===== config.mk =====
export PLATFORM = sky130hd
export DESIGN_NAME = weighted_clause_flip_scorer
export DESIGN_NICKNAME = d
export VERILOG_FILES = /design/src/rtl/wcfs_pkg.sv /design/src/rtl/weighted_clause_flip_scorer.sv /design/src/rtl/wcfs_cell.sv
export SDC_FILE = /design/constraint.sdc
export NUM_CORES = 2
export LEC_CHECK = 0
export BUFFER_PORTS_ARGS = -buffer_cell sky130_fd_sc_hd__buf_2
export CAP_MARGIN = 20
export CORE_MARGIN = 10
export CORE_UTILIZATION = 35
export DETAILED_ROUTE_END_ITERATION = 8
export HOLD_SLACK_MARGIN = 0.12
export PLACE_DENSITY_LB_ADDON = 0.05
export SYNTH_ARGS = -nofsm -noshare
export SYNTH_HDL_FRONTEND = slang
export SYNTH_SLANG_ARGS = --single-unit

===== constraint.sdc =====
create_clock -name clk_i -period 5.6 [get_ports clk_i]
set_input_delay 1.12 -clock clk_i [delete_from_list [all_inputs] [get_ports clk_i]]
set_output_delay 1.12 -clock clk_i [all_outputs]
set_load 0.05 [all_outputs]

===== src/rtl/wcfs_pkg.sv =====
package wcfs_pkg;

  localparam int unsigned IDX_W   = 6;
  localparam int unsigned ASG_W   = 64;
  localparam int unsigned WGT_W   = 16;
  localparam int unsigned SCORE_W = WGT_W + 1;
  localparam int unsigned S_DATA_W = 80;  // 73 payload bits padded to bytes
  localparam int unsigned M_DATA_W = 24;  // 20 payload bits padded to bytes

  typedef enum logic [1:0] {
    MODE_APPEND = 2'd0,
    MODE_QUERY  = 2'd1,
    MODE_EVAL   = 2'd2,
    MODE_FLIP   = 2'd3
  } mode_e;

  // One item as it travels down the row of literal cells.
  typedef struct packed {
    logic             valid;
    mode_e            mode;
    logic [IDX_W-1:0] idx;
    logic             pol;
    logic [ASG_W-1:0] asg;   // assignment, bits at or above the variable count cleared
    logic             full;  // append found the store full at entry
    logic             acc;   // OR of hits seen so far
  } item_t;

endpackage


===== src/rtl/weighted_clause_flip_scorer.sv =====
// Channel    | Dir | Handshake                    | Content
// s_axis     | in  | s_axis_tvalid/s_axis_tready  | mode, var_index, positive, assignment
// m_axis     | out | m_axis_tvalid/m_axis_tready  | found, satisfied, flip_score, store_full
// cfg        | in  | cfg_valid_i/cfg_ready_o      | clause_weight
//
// Each item walks a row of MAX_LITERALS cells, one cell per cycle unless the output
// stalls, then an output register; one item is accepted per cycle while not stalled.
// The row length sets the latency; every cell holds one literal slot.
// Reset clears the literal count, the satisfied bit, the weight and all valids.
// A stalled output beat freezes the whole row, and s_axis_tready drops with it.
module weighted_clause_flip_scorer
  import wcfs_pkg::*;
#(
  parameter int unsigned MAX_LITERALS = 16,
  parameter int unsigned NUM_VARS     = 64
) (
  input  logic                clk_i,
  input  logic                rst_ni,
  // tdata: [1:0] mode, [7:2] var_index, [8] positive, [72:9] assignment, rest zero
  input  logic                s_axis_tvalid,
  output logic                s_axis_tready,
  input  logic [S_DATA_W-1:0] s_axis_tdata,
  // tdata: [0] found, [1] satisfied, [18:2] flip_score, [19] store_full, rest zero
  output logic                m_axis_tvalid,
  input  logic                m_axis_tready,
  output logic [M_DATA_W-1:0] m_axis_tdata,
  input  logic                cfg_valid_i,
  output logic                cfg_ready_o,
  input  logic [WGT_W-1:0]    cfg_data_i
);

  localparam int unsigned CNT_W = $clog2(MAX_LITERALS + 1);
  localparam logic [CNT_W-1:0] CNT_MAX = CNT_W'(MAX_LITERALS);
  // Variables at or above NUM_VARS read as zero.
  localparam logic [ASG_W-1:0] ASG_MASK = {ASG_W{1'b1}} >> (ASG_W - NUM_VARS);

  logic adv, in_acc;
  logic [CNT_W-1:0] cnt_q, cnt_d;
  logic [WGT_W-1:0] weight_q;
  logic             sat_q, sat_d;

  item_t            head;
  item_t            chain_item [MAX_LITERALS+1];
  logic [CNT_W-1:0] chain_cnt  [MAX_LITERALS+1];

  logic               out_valid_q;
  logic               found_q, found_d;
  logic               satisf_q;
  logic [SCORE_W-1:0] score_q, score_d;
  logic               full_q, full_d;
  item_t              tail;
  logic [SCORE_W-1:0] w_ext;

  // Advance everything when the output register is free or being drained.
  assign adv           = !out_valid_q || m_axis_tready;
  assign s_axis_tready = adv;
  assign in_acc        = s_axis_tvalid && adv;
  assign cfg_ready_o   = 1'b1;

  // Build the entering beat; the append slot is the count at entry.
  always_comb begin
    head.valid = s_axis_tvalid;
    head.mode  = mode_e'(s_axis_tdata[1:0]);
    head.idx   = s_axis_tdata[7:2];
    head.pol   = s_axis_tdata[8];
    head.asg   = s_axis_tdata[72:9] & ASG_MASK;
    head.full  = (cnt_q == CNT_MAX);
    head.acc   = 1'b0;
    cnt_d      = cnt_q;
    if (in_acc && (head.mode == MODE_APPEND) && !head.full) begin
      cnt_d = cnt_q + CNT_W'(1);
    end
  end

  assign chain_item[0] = head;
  assign chain_cnt[0]  = cnt_q;

  for (genvar k = 0; k < MAX_LITERALS; k++) begin : g_cell
    wcfs_cell #(
      .CNT_W (CNT_W),
      .POS   (k)
    ) u_cell (
      .clk_i  (clk_i),
      .rst_ni (rst_ni),
      .adv_i  (adv),
      .item_i (chain_item[k]),
      .cnt_i  (chain_cnt[k]),
      .item_o (chain_item[k+1]),
      .cnt_o  (chain_cnt[k+1])
    );
  end

  assign tail  = chain_item[MAX_LITERALS];
  assign w_ext = {1'b0, weight_q};

  // Resolve the beat leaving the row: the accumulated OR is the query hit or
  // the clause value (after the flip, in flip mode).
  always_comb begin
    found_d = 1'b0;
    full_d  = 1'b0;
    score_d = '0;
    sat_d   = sat_q;
    unique case (tail.mode)
      MODE_APPEND: full_d  = tail.full;
      MODE_QUERY:  found_d = tail.acc;
      MODE_EVAL:   sat_d   = tail.acc;
      MODE_FLIP:   score_d = (sat_q ? '0 : w_ext) - (tail.acc ? '0 : w_ext);
      default:     sat_d   = sat_q;
    endcase
  end

  always_ff @(posedge clk_i or negedge rst_ni) begin
    if (!rst_ni) begin
      cnt_q       <= '0;
      weight_q    <= '0;
      sat_q       <= 1'b0;
      out_valid_q <= 1'b0;
    end else begin
      cnt_q <= cnt_d;
      if (cfg_valid_i) begin
        weight_q <= cfg_data_i;
      end
      if (adv) begin
        out_valid_q <= tail.valid;
        if (tail.valid) begin
          sat_q <= sat_d;
        end
      end
    end
  end

  // Hold the result beat until taken.
  always_ff @(posedge clk_i) begin
    if (adv && tail.valid) begin
      found_q  <= found_d;
      satisf_q <= sat_d;
      score_q  <= score_d;
      full_q   <= full_d;
    end
  end

  assign m_axis_tvalid = out_valid_q;
  assign m_axis_tdata  = {4'd0, full_q, score_q, satisf_q, found_q};

endmodule


===== src/rtl/wcfs_cell.sv =====
module wcfs_cell
  import wcfs_pkg::*;
#(
  parameter int unsigned CNT_W = 5,
  parameter int unsigned POS   = 0
) (
  input  logic             clk_i,
  input  logic             rst_ni,
  input  logic             adv_i,
  input  item_t            item_i,
  input  logic [CNT_W-1:0] cnt_i,
  output item_t            item_o,
  output logic [CNT_W-1:0] cnt_o
);

  localparam logic [CNT_W-1:0] POS_C = CNT_W'(POS);

  logic [IDX_W-1:0] lit_idx_q;
  logic             lit_pol_q;
  item_t            item_q, item_d;
  logic [CNT_W-1:0] cnt_q;

  logic wr_en, occupied, var_val, lit_true, match, hit;

  assign wr_en = adv_i && item_i.valid && (item_i.mode == MODE_APPEND) &&
                 !item_i.full && (cnt_i == POS_C);

  // Only slots below the item's count hold a literal.
  assign occupied = cnt_i > POS_C;

  always_comb begin
    var_val  = item_i.asg[lit_idx_q] ^
               ((item_i.mode == MODE_FLIP) && (lit_idx_q == item_i.idx));
    lit_true = lit_pol_q ? var_val : !var_val;
    match    = (lit_idx_q == item_i.idx) && (lit_pol_q == item_i.pol);
    hit      = (item_i.mode == MODE_QUERY) ? match : lit_true;
    item_d     = item_i;
    item_d.acc = item_i.acc ||
                 (occupied && hit && (item_i.mode != MODE_APPEND));
  end

  always_ff @(posedge clk_i) begin
    if (wr_en) begin
      lit_idx_q <= item_i.idx;
      lit_pol_q <= item_i.pol;
    end
  end

  always_ff @(posedge clk_i or negedge rst_ni) begin
    if (!rst_ni) begin
      item_q <= '0;
      cnt_q  <= '0;
    end else if (adv_i) begin
      item_q <= item_d;
      cnt_q  <= cnt_i;
    end
  end

  assign item_o = item_q;
  assign cnt_o  = cnt_q;

endmodule

# ---- Word level (Yosys, flattened, before mapping)
# Index checks and enable logic that the tools add are counted.
dict set report op_classes {
  addsub 2
  n_lt_le_gt_ge 32
  eq_ne 83
  muxes 67
  bitwise 16
  n_reduce_logical 213
}
# op n
set op_table {}
lappend op_table {{$logic_and A1 B1 Y1} 129}
lappend op_table {{$lt A6 B7 Y1 const B} 16}
lappend op_table {{$bmux W1 S6} 16}
lappend op_table {{$eq A6 B6 Y1} 16}
lappend op_table {{$mux W1} 49}
lappend op_table {{$eq A5 B4 Y1 const B} 8}
lappend op_table {{$gt A5 B4 Y1 const B} 8}
lappend op_table {{$eq A2 B2 Y1 const B} 18}
lappend op_table {{$eq A2 B1 Y1 const B} 17}
lappend op_table {{$logic_not A2 Y1} 17}
lappend op_table {{$logic_not A1 Y1} 33}
lappend op_table {{$mux W16} 2}
lappend op_table {{$reduce_bool A2 Y1} 16}
lappend op_table {{$eq A5 B3 Y1 const B} 4}
lappend op_table {{$gt A5 B3 Y1 const B} 4}
lappend op_table {{$sub A16 B16 Y17} 1}
lappend op_table {{$eq A1 B1 Y1} 16}
lappend op_table {{$logic_or A1 B1 Y1} 16}
lappend op_table {{$xor A1 B1 Y1} 16}
lappend op_table {{$eq A5 B2 Y1 const B} 2}
lappend op_table {{$gt A5 B1 Y1 const B} 2}
lappend op_table {{$gt A5 B2 Y1 const B} 2}
lappend op_table {{$add A5 B1 Y5 const B} 1}
lappend op_table {{$eq A5 B1 Y1 const B} 1}
lappend op_table {{3 further kinds} 3}
dict set report word_totals {
  regBits 1375
  in_bits 101
  out_inout_bits 27
  word_cells 577
}

# ---- Depth between registers and ports, before layout
dict set report logic_depth {
  word_depth 9
  ltp_mapped 12
  ltp_nobuf 11
}

# ---- By module
# From an unflattened synthesis, not the netlist that was laid out.
dict set report hier_totals {
  cells_unflattened 4397
  hier_area_um2 66456.2
}
# mod n_inst cells_per_inst area_per_inst_um2 seq_area_each_um2
set by_module_without_submodules {}
lappend by_module_without_submodules {{wcfs_cell (g_cell[9].u_cell)} 1 278 4073.9 2237.1}
lappend by_module_without_submodules {{wcfs_cell (g_cell[1].u_cell)} 1 254 4047.6 2237.1}
lappend by_module_without_submodules {{wcfs_cell (g_cell[3].u_cell)} 1 273 4022.6 2237.1}
lappend by_module_without_submodules {{wcfs_cell (g_cell[4].u_cell)} 1 253 4015.1 2237.1}
lappend by_module_without_submodules {{wcfs_cell (g_cell[13].u_cell)} 1 252 4007.6 2237.1}
lappend by_module_without_submodules {{wcfs_cell (g_cell[15].u_cell)} 1 270 4003.8 2237.1}
lappend by_module_without_submodules {{wcfs_cell (g_cell[2].u_cell)} 1 272 3976.3 2237.1}
lappend by_module_without_submodules {{wcfs_cell (g_cell[11].u_cell)} 1 251 3971.3 2237.1}
lappend by_module_without_submodules {{wcfs_cell (g_cell[8].u_cell)} 1 253 3970.1 2237.1}
lappend by_module_without_submodules {{wcfs_cell (g_cell[10].u_cell)} 1 255 3967.6 2237.1}
lappend by_module_without_submodules {{wcfs_cell (g_cell[7].u_cell)} 1 253 3960.0 2237.1}
lappend by_module_without_submodules {{wcfs_cell (g_cell[6].u_cell)} 1 258 3955.0 2237.1}
lappend by_module_without_submodules {{wcfs_cell (g_cell[14].u_cell)} 1 257 3953.8 2237.1}
lappend by_module_without_submodules {{wcfs_cell (g_cell[12].u_cell)} 1 248 3933.8 2237.1}
lappend by_module_without_submodules {{3 more rows} - - - -}

# ---- Least setup slack after synthesis
# Ideal clock, no wire load.
dict set report synth_path {
  path_type {in2out}
  start {in m_axis_tready}
  end {out s_axis_tready}
  arrival_ns 2.302
  required_time_ns 4.480
  slack_ns 2.178
  cell_stages 5
  path_buffers 3
  cell_sequence {nor2b_1 > clkbuf_1 > inv_2 > clkbuf_1 > clkbuf_1}
}
dict set report synth_between {
  elab_chain_len 1
}
# element line
set synth_rtl {}
lappend synth_rtl {{start, declared} weighted_clause_flip_scorer.sv:25} ;# input logic m_axis_tready,
lappend synth_rtl {{$logic_or A1 B1 Y1} weighted_clause_flip_scorer.sv:55} ;# assign adv = !out_valid_q || m_axis_tready;
lappend synth_rtl {{end, declared} weighted_clause_flip_scorer.sv:21} ;# output logic s_axis_tready,
# No other way between the ends.

# ---- Final worst setup path
dict set report layout_path {
  start {reg out_valid_q, in the netlist m_axis_tvalid}
  end {out s_axis_tready}
}
dict set report layout_between {
  elab_chain_len 2
}
# element line
set layout_rtl {}
lappend layout_rtl {{start, declared} weighted_clause_flip_scorer.sv:46} ;# logic out_valid_q;
lappend layout_rtl {{start signal, assigned} weighted_clause_flip_scorer.sv:124} ;# out_valid_q <= tail.valid;
lappend layout_rtl {{$logic_not A1 Y1} weighted_clause_flip_scorer.sv:55}
lappend layout_rtl {{$logic_or A1 B1 Y1} weighted_clause_flip_scorer.sv:55}
# No other way between the ends.

==> flow_summary.yaml <==
yosys:
  seq_area_frac_synth: 0.565
  synthDistinctLibCells: 75
  synthMuxAreaShare: 0.112
  syn-cell-area_um2: 62100
  synth_edf_count: 132
  synth_top_area_frac: 0.501
  synth_top_family_by_area: "simple AND/OR/NAND/NOR gates"
  synth_top_cell_by_area: "dfrtp_1"
  synth_compound_gate_area_share: 0.0216
  synth_fa_ha_area_frac: 0.00395
  synthCells: 6467
  synth-main-ff-cell: "dfrtp_1"
  syn_area_per_cell_um2: 9.60
  synthTopCellsByArea: "dfrtp_1 (50%), nand2_1 (22%), mux4_2 (9.3%)"
  ys_ff_latch: 1375
  synthSimpleGateAreaFrac: 0.251
  synth-async-reset-ratio: 0.904
  synthXorXnorAreaFrac: 0.0211
  synth_warnings: 0
placement:
  place_congestion: 0.789
  hpwl_um: 129000
  io_buffer_count: 115
  place_ws_ns: 1.90
worst_setup_path:
  critPathTopFamily: "buffers and inverters"
  required_ns: 4.48
  max_stage_delay_ns: 0.52
  start_kind: "flop"
  cp_num_cells: 3
  critPathBufInv: 2
  r2r.worst_path.cells: 8
  cp-end-kind: "output port"
  critPathMaxFanout: 117
  crit_slowest_cell: "inv_8"
  critPathKind: "flop to output port"
  critPathArrivalTime_ns: 2.44
  path_cells: "nor2b_4 -> inv_8 -> buf_2"
clock_network:
  clk-insertion-delay-late_ns: 0.81
  cts_sinks: 1375
  htree_levels: 4
  cts.path.max_buffers: 3
  cts_tree: "yes"
  postCtsHoldBufs: 0
  clkTransAtPathRegs_ns: 0.06
  postCtsSetupBuffers: 0
  cts_made_buffers: 162
  clock-root-buffer: "clkbuf_16"
  cts-resized-gates: 0
final_layout:
  regArea_um2: 35100
  multi_input_area_um2: 25500
  fin_nets: 6563
  drive_gt1_frac: 0.108
  utilization: 0.398
  final_common_cell: "nand2_1"
  area_growth_pct: 13.0
  mostFrequentLayoutCells: "nand2_1 (3633), dfrtp_1 (1243), mux4_2 (257), clkbuf_16 (162), edfxtp_1 (132)"
  fillCellCount: 17800
global_route:
  grt_usage: 0.187
  gr-total-overflow: 0
  grt_pass1_wl_um: 283000
  grt_max_degree: 225
  antenna_found_initial: 1
  grt_pass1_vias: 45300
floorplan:
  start_util: 0.352
  die_area_um2: 195000
  die_x_um: 441
  dieHeight_um: 441
  core-area_um2: 176000
  num_rows: 154
  ios: 128
sta:
  post-route-min-period_ns: 3.56
  worst_pin_slew_ns: 1.15
  rsz0062_at_grt: "no"
  setup_viol: 0
  fin_ws_ns: 2.04
  timing.hold.ws_ns: 0.245
  hold_viol: 0
  fmax_mhz: 281
  slew_viol_final: 0
  skew_ns: 0.0251
  period_share: 0.635
  max_slew_margin: 0.231
  finalSetupTns_ns: 0
route:
  drtIter0Drc: 3123
  via_per_inst: 4.92
  drc: 0
  wire_per_inst_um: 20.4
  wl_um: 181000
  firstDrtPassIters: 8
  vias: 43800
  ant_nets: 0
min_path:
  min_path_type: "input pin to async pin"
outcome:
  status: "finished clean"
power_and_ir_drop:
  pwr_density_cell_nw_per_um2: 537
  cellLeakagePower_nw: 34.4
  total_power_mw: 37.7
  vdd.ir_drop.worst_uv: 298
job:
  cap_violations: 0
## routing by layer
metal / track usage / vias up / routed length [µm]
met5: 0 / - / 0
met4: 0.0455 / 0 / 3690
met3: 0.0235 / 217 / 5420
met2: 0.328 / 617 / 93500
met1: 0.245 / 22000 / 78900
li1: - / 21000 / -
## cell usage after synthesis, types with 19 or more instances
| library cell | instances |
|---|---|
| xnor2_1 | 78 |
| nand4_1 | 29 |
| xor2_1 | 70 |
| a31oi_1 | 19 |
| a21oi_1 | 29 |
| dfrtp_1 | 1243 |
| clkbuf_1 | 334 |
| nand3_1 | 31 |
| edfxtp_1 | 132 |
| nand2_1 | 3633 |
| mux2_2 | 26 |
| o21ai_0 | 33 |
| nor4_1 | 25 |
| buf_2 | 21 |
| nor3_1 | 30 |
| inv_1 | 19 |
| a22oi_1 | 23 |
| mux2i_1 | 67 |
| nor2_1 | 66 |
| mux4_2 | 257 |
| nand2b_1 | 27 |
| nor2b_1 | 45 |
## power by group
group	internal [mW]	switching (mW)
logic	3.81	5.35
registers	13.9	4.22
clock network	6.00	4.36
## final cells by class
| cell class | count | share of cell area |
|---|---|---|
| Antenna cell | 1 | 0.0000357 |
| Clock buffer | 239 | 0.0652 |
| Clock inverter | 53 | 0.00874 |
| Inverter | 21 | 0.00123 |
| Multi-Input combinational cell | 4696 | 0.363 |
| Sequential cell | 1375 | 0.500 |
| Tap cell | 2340 | 0.0417 |
| Timing Repair Buffer | 187 | 0.0203 |
## through the flow
step                      std cells  instance area, µm²
after CTS                      8906               70100
after floorplan                6470               62100
after global placement         8613               64900
final                          8912               70200
after global routing           8912               70200
after detailed placement       8614               64900
## state kept, by name, indices dropped and copies added, names as in the netlist
name and cells:
cnt_q 5, found_q 1, full_q 1, g_cell.u_cell.cnt_o 75, g_cell.u_cell.item_o 1145, g_cell.u_cell.lit_idx_q 96
g_cell.u_cell.lit_pol_q 16, m_axis_tvalid 1, sat_q 1, satisf_q 1, score_q 17, weight_q 16
## worst register-to-register path, stage by stage, from the launching register on
cell,delay [ns]
edfxtp_1,0.89
buf_4,0.29
mux4_2,0.50
mux4_2,0.49
mux2i_1,0.39
xor2_1,0.27
nor4_1,0.09
a21oi_1,0.12
nand4_1,0.09
## cell families after synthesis
family | after synthesis
other cells | 2
xor+xnor | 149
buf+inv | 399
fa+ha+maj | 19
mux | 360
flops | 1375
compound gates | 200
simple gates | 3963
## worst paths after layout
check / slack, ns / endpoint / startpoint
min: 0.25 / g_cell[8].u_cell.item_o[11] / rst_ni
max: 2.04 / s_axis_tready / m_axis_tvalid
max reg2reg: 2.34 / g_cell[7].u_cell.item_o[0] / g_cell[7].u_cell.lit_idx_q[0]
min reg2reg: 0.46 / g_cell[14].u_cell.item_o[13] / g_cell[14].u_cell.item_o[13]
max in group asynchronous: 3.88 / g_cell[2].u_cell.item_o[27] / rst_ni
min in group clk_i: 0.46 / g_cell[14].u_cell.item_o[13] / g_cell[14].u_cell.item_o[13]
No activity file was read; power rests on OpenSTA's default activity.
